$ cat src/assert_macros.svh
// assertion helpers, clocked on clk and held off during rst
`ifndef ASSERT_MACROS_SVH
`define ASSERT_MACROS_SVH

// property checked at every edge
`define ASSERT_CLK(lbl, prop, msg) \
  lbl: assert property (@(posedge clk) disable iff (rst) (prop)) else $error(msg);

// consequent checked after the antecedent, with non-overlapping implication
`define ASSERT_NEXT(lbl, ante, cons, msg) \
  lbl: assert property (@(posedge clk) disable iff (rst) (ante) |=> (cons)) \
    else $error(msg);

`endif

$ cat src/mpp_ram.sv
`timescale 1ns / 1ps
module mpp_ram #(
  parameter int WIDTH = 8,
  parameter int DEPTH = 16
) (
  input  logic                     clk,
  input  logic                     we,
  input  logic [$clog2(DEPTH)-1:0] waddr,
  input  logic [WIDTH-1:0]         wdata,
  input  logic                     re,
  input  logic [$clog2(DEPTH)-1:0] raddr,
  output logic [WIDTH-1:0]         rdata
);

  logic [WIDTH-1:0] mem [DEPTH];

  always_ff @(posedge clk) begin
    if (we) begin
      mem[waddr] <= wdata;
    end
    if (re) begin
      rdata <= mem[raddr];
    end
  end

endmodule

$ cat config.mk
export PLATFORM = sky130hd
export DESIGN_NAME = mpp_ram
export DESIGN_NICKNAME = d
export VERILOG_FILES = /design/src/assert_macros.svh /design/src/mpp_ram.sv
export SDC_FILE = /design/constraint.sdc
export NUM_CORES = 1
export LEC_CHECK = 0
export ABC_AREA = 1
export BUFFER_PORTS_ARGS = -buffer_cell sky130_fd_sc_hd__buf_2
export CORE_AREA = 2 2 107 109
export CTS_CLUSTER_DIAMETER = 100
export DETAILED_ROUTE_END_ITERATION = 6
export DIE_AREA = 0 0 109 111
export PLACE_DENSITY = 0.78
export SYNTH_ARGS = -nofsm -noshare
export SYNTH_HDL_FRONTEND = slang
export SYNTH_SLANG_ARGS = --single-unit
$ cat constraint.sdc
create_clock -name clk -period 1.1 [get_ports clk]
set_input_delay 0.22 -clock clk [delete_from_list [all_inputs] [get_ports clk]]
set_output_delay 0.22 -clock clk [all_outputs]
set_load 0.005 [all_outputs]
---- Word level (Yosys, flattened, before mapping) ----
Memories as Yosys holds them, arrays and structs flattened. A register that Yosys moved wholly into a read port is not among the register bits.
Cells that the tools add are included.
storage, ports and cells
  flip-flop bits (word level) ............. 0
  word-level logic and storage cells ...... 3
  memories kept ........................... 1
  output and inout bits ................... 8
  bits in writable memories ............... 128
  input port bits ......................... 19
operators by class
  mux-type cells .......................... 2
memory list
  name  words  bits a word  read ports  clocked after Yosys merged registers in  write ports  RTL line       source
  mem   16     8            1           1                                        1            mpp_ram.sv:15  logic [WIDTH-1:0] mem [DEPTH];
operators with widths
  cell              number
  1-bit 2-to-1 mux  2

---- Depth between registers and ports, before layout ----
  depth in word-level cells ............... 2
  gate-level depth with buffers ........... 8
  mapped depth without buffers ............ 7

---- Least setup slack after synthesis ----
OpenSTA, ideal clock, no wires.
  path kind ............................... in2reg
  start point ............................. in waddr[3]
  end point ............................... mem mem[4][0], enable pin
  arrival ................................. 0.801 ns
  path buffers ............................ 0
  path slack .............................. -0.071 ns
  data required time ...................... 0.730 ns
  library setup time ...................... 0.370 ns
  cell stages on the path ................. 2
  cells stage by stage .................... nand3b_1 > nor2_1
RTL lines
  what             RTL line       source
  start, declared  mpp_ram.sv:8   input logic [$clog2(DEPTH)-1:0] waddr,
  end, declared    mpp_ram.sv:15
Straight into the memory's write port.

---- Worst setup path after layout ----
  start point ............................. reg rdata[4], read port of mem
  end point ............................... out rdata[4]
RTL lines
  what             RTL line       source
  start, declared  mpp_ram.sv:12  output logic [WIDTH-1:0] rdata
No word-level cell between the ends.

==> qor_table.md <==
| Result | Value | Unit |
|---|---|---|
| Part of the cycle the worst path needs | 1.081 | - |
| Sequential element share of the synthesized area | 0.6985 | - |
| Clock latency on the worst-skew pair | 420 | ps |
| Minimum hold slack | 158.2 | ps |
| Fraction of final layout cells sized beyond drive strength 1 | 0.2589 | - |
| Area share of the largest cell type after synthesis | 0.6985 | - |
| Post-synth design cell area | 5847 | um^2 |
| Fin. max-slew vios | 0 | - |
| Cell Chain, Critical Path | buf_2 | - |
| Net count, final | 624 | - |
| Crit path max fanout | 1 | - |
| Routability-driven placement congestion ratio | 0.9256 | - |
| Final critical delay including setup and external delays | 1189 | ps |
| Clk pin slew, worst setup/hold paths | 60 | ps |
| DRC violation total after the first TritonRoute iteration | 415 | - |
| Top area cells in the synthesized netlist | sky130_fd_sc_hd__edfxtp_1 (70%), sky130_fd_sc_hd__nand2_1 (11%), sky130_fd_sc_hd__nand3_1 (8.3%), sky130_fd_sc_hd__inv_1 (6.4%), sky130_fd_sc_hd__buf_6 (1.2%) | - |
| Number of sinks driven by the clock tree | 136 | - |
| Mean routed wirelength per cell | 17.72 | um |
| Antenna viol nets, final | 0 | - |
| Max VDD drop | 946.5 | uV |
| Number of cells on the worst reg-to-reg path | 6 | - |
| Tot GR Track Use | 0.2374 | - |
| Hold-fix buffers at CTS | 0 | - |
| Post-Synthesis Net Count | 570 | - |
| Post-Syn Instances | 551 | - |
| Power density over the cells | 1708 | nW/um^2 |
| Total die area | 12100 | um^2 |
| Worst-Margin Slew | 466.1 | ps |
| Synthesis-to-finish area growth | 24.46 | % |
| Number of synthesis warnings | 0 | - |
| Number of maximum-capacitance constraint violations | 0 | - |
| Max Root-Sink Buffers | 2 | - |
| Arrival time of the worst setup path | 970 | ps |
| Cell class contributing the biggest share of worst-path delay | flip-flops | - |
| Flip-flop and latch count after synthesis | 136 | - |
| Detailed placement HPWL | 8353 | um |
| Post-CTS setup buffer count | 0 | - |
| Total power draw | 12.43 | mW |
| Count of buffer and inverter cells on the critical path | 1 | - |
| Startpoint type of the worst setup path | register | - |
| Stage delay of the slowest cell on the critical path | 410 | ps |
| Number of buffers inserted during clock tree synthesis | 17 | - |
| H-Tree Depth | 4 | - |
| Die boundary width | 109 | um |
| Diode insertion count for antenna repair | 0 | - |
| Result of the run | complete, but fails checks | - |
| Number of top-level design ports | 27 | - |
| Vias in the first global route | 3953 | - |
| DRC violations left | 0 | - |
| CTS Root Buffer Type | sky130_fd_sc_hd__clkbuf_16 | - |
| Number of search-and-repair iterations in the first detailed-routing pass | 5 | - |
| Number of rows in the core area | 39 | - |
| Seq. cell area | 4084 | um^2 |
| Die outline height | 111 | um |
| Type of the tightest min-delay check | in2reg | - |
| Port-buffer cells | 26 | - |
| Total global routing overflow | 0 | - |
| Area of the core | 11080 | um^2 |
| RSZ-0062 raised after global routing | true | - |
| Max Freq | 0.8409 | GHz |
| Worst setup path category | reg2out | - |
| Max-Slew Margin vs Limit | 0.6889 | - |
| Required arrival time at the worst endpoint | 880 | ps |
| Average footprint of a synthesized cell | 10.61 | um^2 |
| Initial antenna violation count | 0 | - |
| Leading area contributor after synthesis | sky130_fd_sc_hd__edfxtp_1 | - |
| TritonCTS clock tree | built | - |
| Leakage power of the design | 3.138 | nW |
| Violations in the final reports | setup timing | - |
| Number of cells on the critical path | 1 | - |
| CP endpoint kind | primary output | - |
| First-pass GRT wire length | 20690 | um |
| Worst hold path depth | 1 | - |
| Post-Route Skew | 6.647 | ps |
| Vias per cell | 5.314 | - |
| Count of fill cells added during filler insertion | 724 | - |
| Via count | 4044 | - |
| Final Hold Violating Endpoints | 0 | - |
| Slowest stage cell on the critical path | sky130_fd_sc_hd__edfxtp_1 | - |
| Wire length after detailed routing | 13490 | um |
| Unique cell type count in the Yosys netlist | 11 | - |
| # setup viols final | 11 | - |
| Maximum number of pins on one net before global-route repair | 33 | - |
| Starting density of the core | 0.5278 | - |
| Setup WS post-layout | -89.18 | ps |
| Multi-input gate area | 1524 | um^2 |
-- where the power goes --
part	internal [mW]	leakage, nW	switching [mW]
Sequential	5.84	1.24	0.0330
Combinational	0.307	1.62	0.584
Clock	3.56	0.287	2.10
Total	9.71	3.14	2.72
-- registers in the layout, indices dropped and copies added (netlist names) --
register,cells
mem,128
rdata,8
-- timing repair --
action	4_1_cts	5_1_grt
pin swaps	4	25
setup endpoints to repair	14	16
hold endpoints to repair	0	0
gates resized for setup	11	54
-- final timing paths --
kind                            slack (ps)  startpoint       end
worst max register to register         -60   mem[7][6]  rdata[6]
worst max-delay path                   -90    rdata[4]  rdata[4]
worst min-delay path                   160          re  rdata[1]
worst min register to register         750  mem[10][6]  rdata[6]
-- logic make-up (layout without fill, tap and decap cells) --
logic type / after synthesis / in the layout / synth area share
flops: 136 / 136 / 0.6985
simple gates: 289 / 289 / 0.2076
buf+inv: 126 / 193 / 0.09394
-- cell usage in the layout (no fill, tap or decap) --
cell type and count:
sky130_fd_sc_hd__nand2_1 166, sky130_fd_sc_hd__edfxtp_1 136, sky130_fd_sc_hd__inv_1 97, sky130_fd_sc_hd__nand3_2 51, sky130_fd_sc_hd__nand3_1 44, sky130_fd_sc_hd__buf_2 26
sky130_fd_sc_hd__buf_4 23, sky130_fd_sc_hd__clkbuf_16 17, sky130_fd_sc_hd__nor2_1 12, sky130_fd_sc_hd__buf_12 10, sky130_fd_sc_hd__nand2_2 7, sky130_fd_sc_hd__inv_2 5
sky130_fd_sc_hd__nor2_2 5, sky130_fd_sc_hd__clkinv_4 5, sky130_fd_sc_hd__clkinvlp_4 3, sky130_fd_sc_hd__bufinv_16 3, sky130_fd_sc_hd__nand3_4 2, sky130_fd_sc_hd__nand3b_1 2
sky130_fd_sc_hd__clkinv_2 2, sky130_fd_sc_hd__clkinv_1 1, sky130_fd_sc_hd__inv_6 1
-- routing by layer --
layer	track usage	share of wire
met1	0.3033	0.38
met2	0.3776	0.50
met3	0.05938	0.082
met4	0.1137	0.035
met5	0	0
-- through the flow --
step                      setup WS [ps]  cell area (um^2)  setup TNS (ps)  instances  utilization
after floorplan                  -70.84              5859           -6076        551            -
after global placement           -270.3              6375          -11850        729       0.5755
after detailed placement         -347.5              6375          -15750        729       0.5755
after CTS                        -98.36              7034          -578.9        761       0.6350
after global routing             -117.2              7277           -1135        761       0.6570
final                            -89.18              7277          -486.5        761       0.6570
-- synthesized netlist by cell type --
master,instances
sky130_fd_sc_hd__buf_1,1
sky130_fd_sc_hd__buf_4,4
sky130_fd_sc_hd__nand3b_1,2
sky130_fd_sc_hd__nor2_1,17
sky130_fd_sc_hd__inv_2,2
sky130_fd_sc_hd__nand2_1,173
sky130_fd_sc_hd__inv_1,100
sky130_fd_sc_hd__buf_6,6
sky130_fd_sc_hd__nand3_1,97
sky130_fd_sc_hd__edfxtp_1,136
sky130_fd_sc_hd__buf_2,13
-- area by class of cell --
class,instances,area share
clock inverters,15,0.02459
inverters,102,0.05261
clock buffers,17,0.05846
repair buffers,59,0.06912
well taps,143,0.02459
multi-input cells,289,0.2094
flip-flops and latches,136,0.5612
Note: power is estimated with default switching activity, not from simulation.
