--- config.mk ---
export PLATFORM = sky130hd
export DESIGN_NAME = mpp_result
export DESIGN_NICKNAME = d
export VERILOG_FILES = /design/src/mpp_pkg.sv /design/src/mpp_result.sv
export VERILOG_INCLUDE_DIRS = /design/src /design/src/src
export SDC_FILE = /design/constraint.sdc
export NUM_CORES = 1
export LEC_CHECK = 0
export BUFFER_PORTS_ARGS = -buffer_cell sky130_fd_sc_hd__buf_2
export CORE_ASPECT_RATIO = 2
export CORE_UTILIZATION = 68
export DETAILED_ROUTE_END_ITERATION = 8
export PLACE_DENSITY_LB_ADDON = 0.1
export SYNTH_ARGS = -nofsm -noshare
export SYNTH_HDL_FRONTEND = slang
export SYNTH_SLANG_ARGS = --single-unit
--- constraint.sdc ---
create_clock -name clk -period 12.35 [get_ports clk]
set_input_delay 0.6175 -clock clk [delete_from_list [all_inputs] [get_ports clk]]
set_output_delay 0.6175 -clock clk [all_outputs]
set_load 0.02 [all_outputs]
--- src/assert_macros.svh ---
// assertion helpers, clocked on clk and held off during rst
`ifndef ASSERT_MACROS_SVH
`define ASSERT_MACROS_SVH

// property checked at every edge
`define ASSERT_CLK(lbl, prop, msg) \
  lbl: assert property (@(posedge clk) disable iff (rst) (prop)) else $error(msg);

// consequent checked after the antecedent, with non-overlapping implication
`define ASSERT_NEXT(lbl, ante, cons, msg) \
  lbl: assert property (@(posedge clk) disable iff (rst) (ante) |=> (cons)) \
    else $error(msg);

`endif

--- src/mpp_pkg.sv ---
`timescale 1ns / 1ps
package mpp_pkg;

  localparam int MAX_LAGS   = 1024;
  localparam int PEAK_DEPTH = 512;

  localparam int LAG_W     = $clog2(MAX_LAGS + 1);
  localparam int PTR_W     = $clog2(PEAK_DEPTH);
  localparam int CFG_LAG_W = 11;
  localparam int CMP_W     = (LAG_W > CFG_LAG_W) ? LAG_W : CFG_LAG_W;
  localparam int VAL_W     = 16;
  localparam int CORR_W    = 32;
  localparam int THR_W     = 16;
  localparam int VTH_W     = 32;
  localparam int OUT_LAG_W = 10;
  localparam int CONF_W    = 32;
  localparam int PROD_W    = VAL_W + CORR_W;
  localparam int FRAC_W    = 15;

  localparam int IN_DATA_W  = 48;
  localparam int OUT_DATA_W = 48;

  localparam int CFG_DATA_W = 32;
  localparam int CFG_IDX_W  = 2;

  localparam logic [CFG_IDX_W-1:0] CFG_MIN_LAG   = 2'd0;
  localparam logic [CFG_IDX_W-1:0] CFG_MAX_LAG   = 2'd1;
  localparam logic [CFG_IDX_W-1:0] CFG_PICK_THR  = 2'd2;
  localparam logic [CFG_IDX_W-1:0] CFG_VOICE_THR = 2'd3;

  localparam logic [CFG_LAG_W-1:0] MIN_LAG_RST   = 11'd63;
  localparam logic [CFG_LAG_W-1:0] MAX_LAG_RST   = 11'd630;
  localparam logic [THR_W-1:0]     PICK_THR_RST  = 16'd29491;
  localparam logic [VTH_W-1:0]     VOICE_THR_RST = 32'd49152;

  // unity in q1.15
  localparam logic [THR_W:0] Q15_ONE = 17'h08000;

  typedef struct packed {
    logic [LAG_W-1:0]        lag;
    logic signed [VAL_W-1:0] val;
    logic [CORR_W-1:0]       corr;
  } peak_entry_t;

  localparam int ENTRY_W = $bits(peak_entry_t);

  typedef struct packed {
    logic        valid;
    logic        found;
    logic        wrapped;
    peak_entry_t entry;
  } result_req_t;

endpackage

--- src/mpp_result.sv ---
`timescale 1ns / 1ps
`include "assert_macros.svh"
module mpp_result import mpp_pkg::*; (
  input  logic                  clk,
  input  logic                  rst,
  input  result_req_t           req,
  input  logic [VTH_W-1:0]      voiced_threshold,
  output logic                  free,
  output logic                  m_tvalid,
  input  logic                  m_tready,
  // best_lag[9:0], confidence[41:10], voiced[42], store_wrapped[43], zero fill
  output logic [OUT_DATA_W-1:0] m_tdata
);

  logic                 s1_valid;
  logic [OUT_LAG_W-1:0] s1_lag;
  logic [PROD_W-1:0]    s1_prod;
  logic                 s1_wrapped;

  logic [VAL_W-1:0]     val_u;
  logic                 val_pos;
  logic [CONF_W:0]      conf_full;
  logic [CONF_W-1:0]    conf;
  logic                 voiced;
  logic                 move;

  assign val_u   = req.entry.val;
  assign val_pos = !req.entry.val[VAL_W-1] && (req.entry.val != '0);
  assign free    = !s1_valid;
  assign move    = s1_valid && (!m_tvalid || m_tready);

  assign conf_full = s1_prod[PROD_W-1:FRAC_W];
  assign conf      = conf_full[CONF_W] ? {CONF_W{1'b1}} : conf_full[CONF_W-1:0];
  assign voiced    = (conf >= voiced_threshold);

  always_ff @(posedge clk) begin
    if (rst) begin
      s1_valid <= 1'b0;
      m_tvalid <= 1'b0;
    end else begin
      if (req.valid) begin
        s1_valid <= 1'b1;
      end else if (move) begin
        s1_valid <= 1'b0;
      end
      if (move) begin
        m_tvalid <= 1'b1;
      end else if (m_tready) begin
        m_tvalid <= 1'b0;
      end
    end
  end

  always_ff @(posedge clk) begin
    if (req.valid) begin
      s1_lag     <= req.found ? OUT_LAG_W'(req.entry.lag) : '0;
      s1_prod    <= (req.found && val_pos) ? val_u * req.entry.corr : '0;
      s1_wrapped <= req.wrapped;
    end
    if (move) begin
      m_tdata <= OUT_DATA_W'({s1_wrapped, voiced, conf, s1_lag});
    end
  end

  `ASSERT_CLK(a_req_into_empty, req.valid |-> !s1_valid, "result request while stage busy")
  `ASSERT_NEXT(a_stage_drains, move, m_tvalid && !s1_valid, "result stage failed to drain")

endmodule

After elaboration in Yosys (flattened, before gate mapping)
Index checks and enable logic that the tools add are counted.
{"block": "classes", "n_addsub": 0, "n_mul": 1, "n_div": 0, "magnitude_cmp": 1, "eq_ne": 0, "shifts": 0, "mux": 5, "bitwise_logic": 0, "n_reduce_logical": 10}
{"operator": "multiplier 16 x 32 -> 48 bit", "n": 1}
{"operator": "greater-or-equal comparator 32 bit", "n": 1}
{"operator": "two-way mux 32 bit", "n": 1}
{"operator": "nonzero test 16 bit", "n": 1}
{"operator": "two-way mux 1 bit", "n": 4}
{"operator": "nonzero test 2 bit", "n": 2}
{"operator": "logical AND 1 bit", "n": 3}
{"operator": "logical NOT 1 bit", "n": 3}
{"operator": "logical OR 1 bit", "n": 1}
{"block": "totals", "register_bits": 105, "latch_bits": 0, "ramBits": 0, "romBits": 0, "input_bits": 97, "out_inout_bits": 50, "word_cells": 23, "n_memories": 0}

Logic depth before layout (Yosys ltp)
{"block": "logic_depth", "depth_word": 5, "ltp_mapped": 24, "ltp_nobuf": 22}

Least setup slack after synthesis
No wires, ideal clock.
{"block": "synth_timing", "path_kind": "input -> register", "start": "in req[39] (netlist bit)", "end": "reg s1_prod[45] (data pin)", "setup_ns": 0.268, "arrival_time_ns": 6.050, "setup_slack_ns": 6.031, "stages": 22, "path_cell_list": "clkbuf_1 > nand2_1 > fa_1 > inv_1 > fa_1 > inv_1 > fa_1 > inv_1 > fa_1 > fa_1 > inv_1 > fa_1 > inv_1 > ha_1 > a21oi_1 > o21ai_0 > a31oi_1 > a31oi_4 > o211ai_2 > a21oi_1 > or4_1 > nor3b_1"}
{"block": "synth_via", "elab_chain_cells": 3, "word_cells_on_any_way": 4, "classes_between": "mul (1); reduce/logical (3)"}
{"item": "start, declared", "line": "mpp_result.sv:6", "rtl": "input result_req_t req,"}
{"item": "parallel branches: the longest is 3 deep, another holds multiplier 16 x 32 -> 48 bit"}
{"item": "end signal, assigned", "line": "mpp_result.sv:57", "rtl": "s1_prod <= (req.found && val_pos) ? val_u * req.entry.corr : '0;"}
{"item": "end, declared", "line": "mpp_result.sv:17", "rtl": "logic [PROD_W-1:0] s1_prod;"}
Several ways; the timed one is not identified.
A chain may end at the register's enable or synchronous reset.

Final worst setup path
{"block": "layout_timing", "start": "in req[33] (netlist bit)", "end": "reg s1_prod[47] (data pin)"}
Same word-level chain as after synthesis.

==> flow_summary_export.csv <==
group,metric,value,unit
cts,numCtsBuffers,9,
setup_path,slowest_delay,690,ps
synthesis,synthTopCellsByArea,"fa_1 (42%), edfxtp_1 (13%), ha_1 (9.3%), inv_1 (8.9%), and2_1 (7.0%)",
route,drc,0,
synthesis,synth_cells,2145,
synthesis,yosysWarnings,0,
cts,cts_resized,0,
synthesis,synth_edf_count,88,
timing,fin_worst_skew,10.88,ps
floorplanning,rows,88,
synthesis,synthArstFlopShare,0,%
setup_path,cp.arrival,7320,ps
floorplanning,start_util,69.37,%
grt,grt_pass1_vias,17560,
finish,fin_cells,2565,
floorplanning,die-area,30270,um^2
timing,period_share,58.42,%
synthesis,yosysUniqueCellTypes,67,
synthesis,avgSynthCellArea,9.365,um^2
setup_path,cp_max_fo,33,
cts,clk_latency,360,ps
cts,htree_num_levels,3,
cts,cts_tree,"built",
grt,grt_pass1_wl,86380,um
place,place_hpwl,40180,um
setup_path,cpMostUsedCell,"fa_1",
cts,cts_setup_buffers,0,
synthesis,yosysSeqAreaShare,13.35,%
route,drt_iter0_markers,786,
finish,multi_input_area,15240,um^2
cts,cts_hold_buf,0,
route,dr_total_vias,15360,
setup_path,start_kind,"input pin",
finish,layout.area.seq,2683,um^2
setup_path,worst_setup_path_end_kind,"flop",
timing,holdWs,420.7,ps
hold_path,hp-class,"flop to flop",
floorplanning,fp.dieW,123.5,um
timing,fin_tns_setup,0,ps
flow_run,max-cap-violations,0,
floorplanning,io_pins,147,
place,port_buffers,141,
setup_path,path_buf_inv,4,
synthesis,ys_ff_latch,90,
cts,cts.sinks,90,
finish,utilization,73.15,%
grt,antenna_found_initial,0,
grt,overflow,0,
route,drt_wl_total,52830,um
synthesis,syn_area,20090,um^2
grt,track_usage,38.34,%
status,outcome,"completed",
finish,nets,2863,
place,place_inst,2549,
setup_path,crit_type,"input pin to flop",
timing,setup_viol,0,
setup_path,crit_path_cell_trace,"buf_2 > nand2_1 > fa_1 > fa_1 > fa_1 > inv_1 > fa_1 > fa_1 > inv_1 > fa_1 > inv_1 > ha_1 > a21oi_1 > a21oi_1 > a21oi_1 > a21oi_1 > nor4b_2 > nor2_2 > a41oi_1 > mux2i_1",
synthesis,synth-main-ff-cell,"edfxtp_1",
timing,max_freq,138.6,MHz
synthesis,synth_top_area_share,41.56,%
route,wl_per_cell,20.59,um
cts,clk_pin_slew,80,ps
timing,slew_headroom,15.74,%
timing,slew_violations,0,
timing,hold_viol_final,0,
finish,num_antenna_cells,0,
timing,period_minus_slack,7215,ps
floorplanning,core_area,28960,um^2
finish,drive_above_1_share,9.796,%
grt,grt_max_degree,46,
finish,area_growth,5.444,%
synthesis,yosysTopAreaCell,"fa_1",
place,place_congestion,0.9366,
cts,clock_path_buffers,2,
floorplanning,die_h,245.1,um
finish,mostFrequentLayoutCell,"inv_1",
route,drt_first_pass_iters,6,
finish,fillCellCount,2203,
setup_path,required,12450,ps
setup_path,cp_top_family,"adder cells",
timing,worstMarginPinSlew,1261,ps
route,vias_per_cell,5.989,
setup_path,crit_slowest_cell,"buf_2",
timing,rsz0062_at_grt,"false",
finish,final_cell_mix,"inv_1 (477), fa_1 (417), nand2_1 (325)",
route,antenna_left,0,
cts,clockRootBuffer,"clkbuf_16",
[area by class of cell]
type,instances,share of cell area [%]
inverter,477,8.453
clock buffer,9,1.063
multi-input combinational,1479,71.93
sequential,90,12.66
clock inverter,7,0.3603
timing repair buffer,143,3.402
tap,360,2.127
[worst paths after layout]
path / from / endpoint / slack, ps / cells after the start
hold / removal: s1_lag[4]$_SDFFCE_PN0P_ / m_tdata[4]$_DFFE_PP_ / 420 / 0
hold reg to reg: s1_lag[4]$_SDFFCE_PN0P_ / m_tdata[4]$_DFFE_PP_ / 420 / 0
setup reg to reg: s1_prod[47]$_SDFFCE_PN0P_ / m_tdata[42]$_DFFE_PP_ / 9130 / 10
setup / recovery: req[33] / s1_prod[47]$_SDFFCE_PN0P_ / 5140 / 20
[registers in the layout, indices dropped and copies added (netlist names)]
| register | flops |
|---|---|
| m_tdata | 44 |
| m_tvalid | 1 |
| s1_lag | 10 |
| s1_prod | 33 |
| s1_valid | 1 |
| s1_wrapped | 1 |
[cell families (layout without fill, tap and decap cells)]
| group | count (synthesis) | in the layout | synth area share [%] |
|---|---|---|---|
| xor+xnor | 19 | 19 | 0.8284 |
| fa+ha+maj | 566 | 566 | 50.84 |
| compound gates | 170 | 170 | 5.905 |
| other cells | 1 | 4 | 0.01867 |
| flops | 90 | 90 | 13.35 |
| simple gates | 717 | 717 | 18.01 |
| mux | 3 | 3 | 0.1495 |
| buf+inv | 579 | 636 | 10.89 |
[layer usage]
metal	vias to the layer above	share of wire (%)	global-route usage, %
met5	-	0	0
met4	0	8.7	28.38
met3	305	6.6	4.624
met2	799	53	69.19
met1	7693	31	39.55
li1	6564	-	-
[Yosys cell counts (all sizes together), types with 27 or more instances]
| cell | n |
|---|---|
| a21o | 39 |
| a21oi | 49 |
| and2 | 225 |
| clkbuf | 98 |
| edfxtp | 88 |
| fa | 417 |
| ha | 149 |
| inv | 477 |
| nand2 | 325 |
| nor2 | 36 |
| o21ai | 27 |
| or2 | 35 |
[metrics by stage]
stage	worst slack, ps	instance area [um^2]
after global placement	5029	20880
after global routing	4820	21180
after CTS	5267	21180
after floorplan	6031	20100
final	5135	21180
after detailed placement	4927	20880
Power is not shown: default switching activity piles up to over one toggle a cycle in this logic, so the estimate is an artifact.
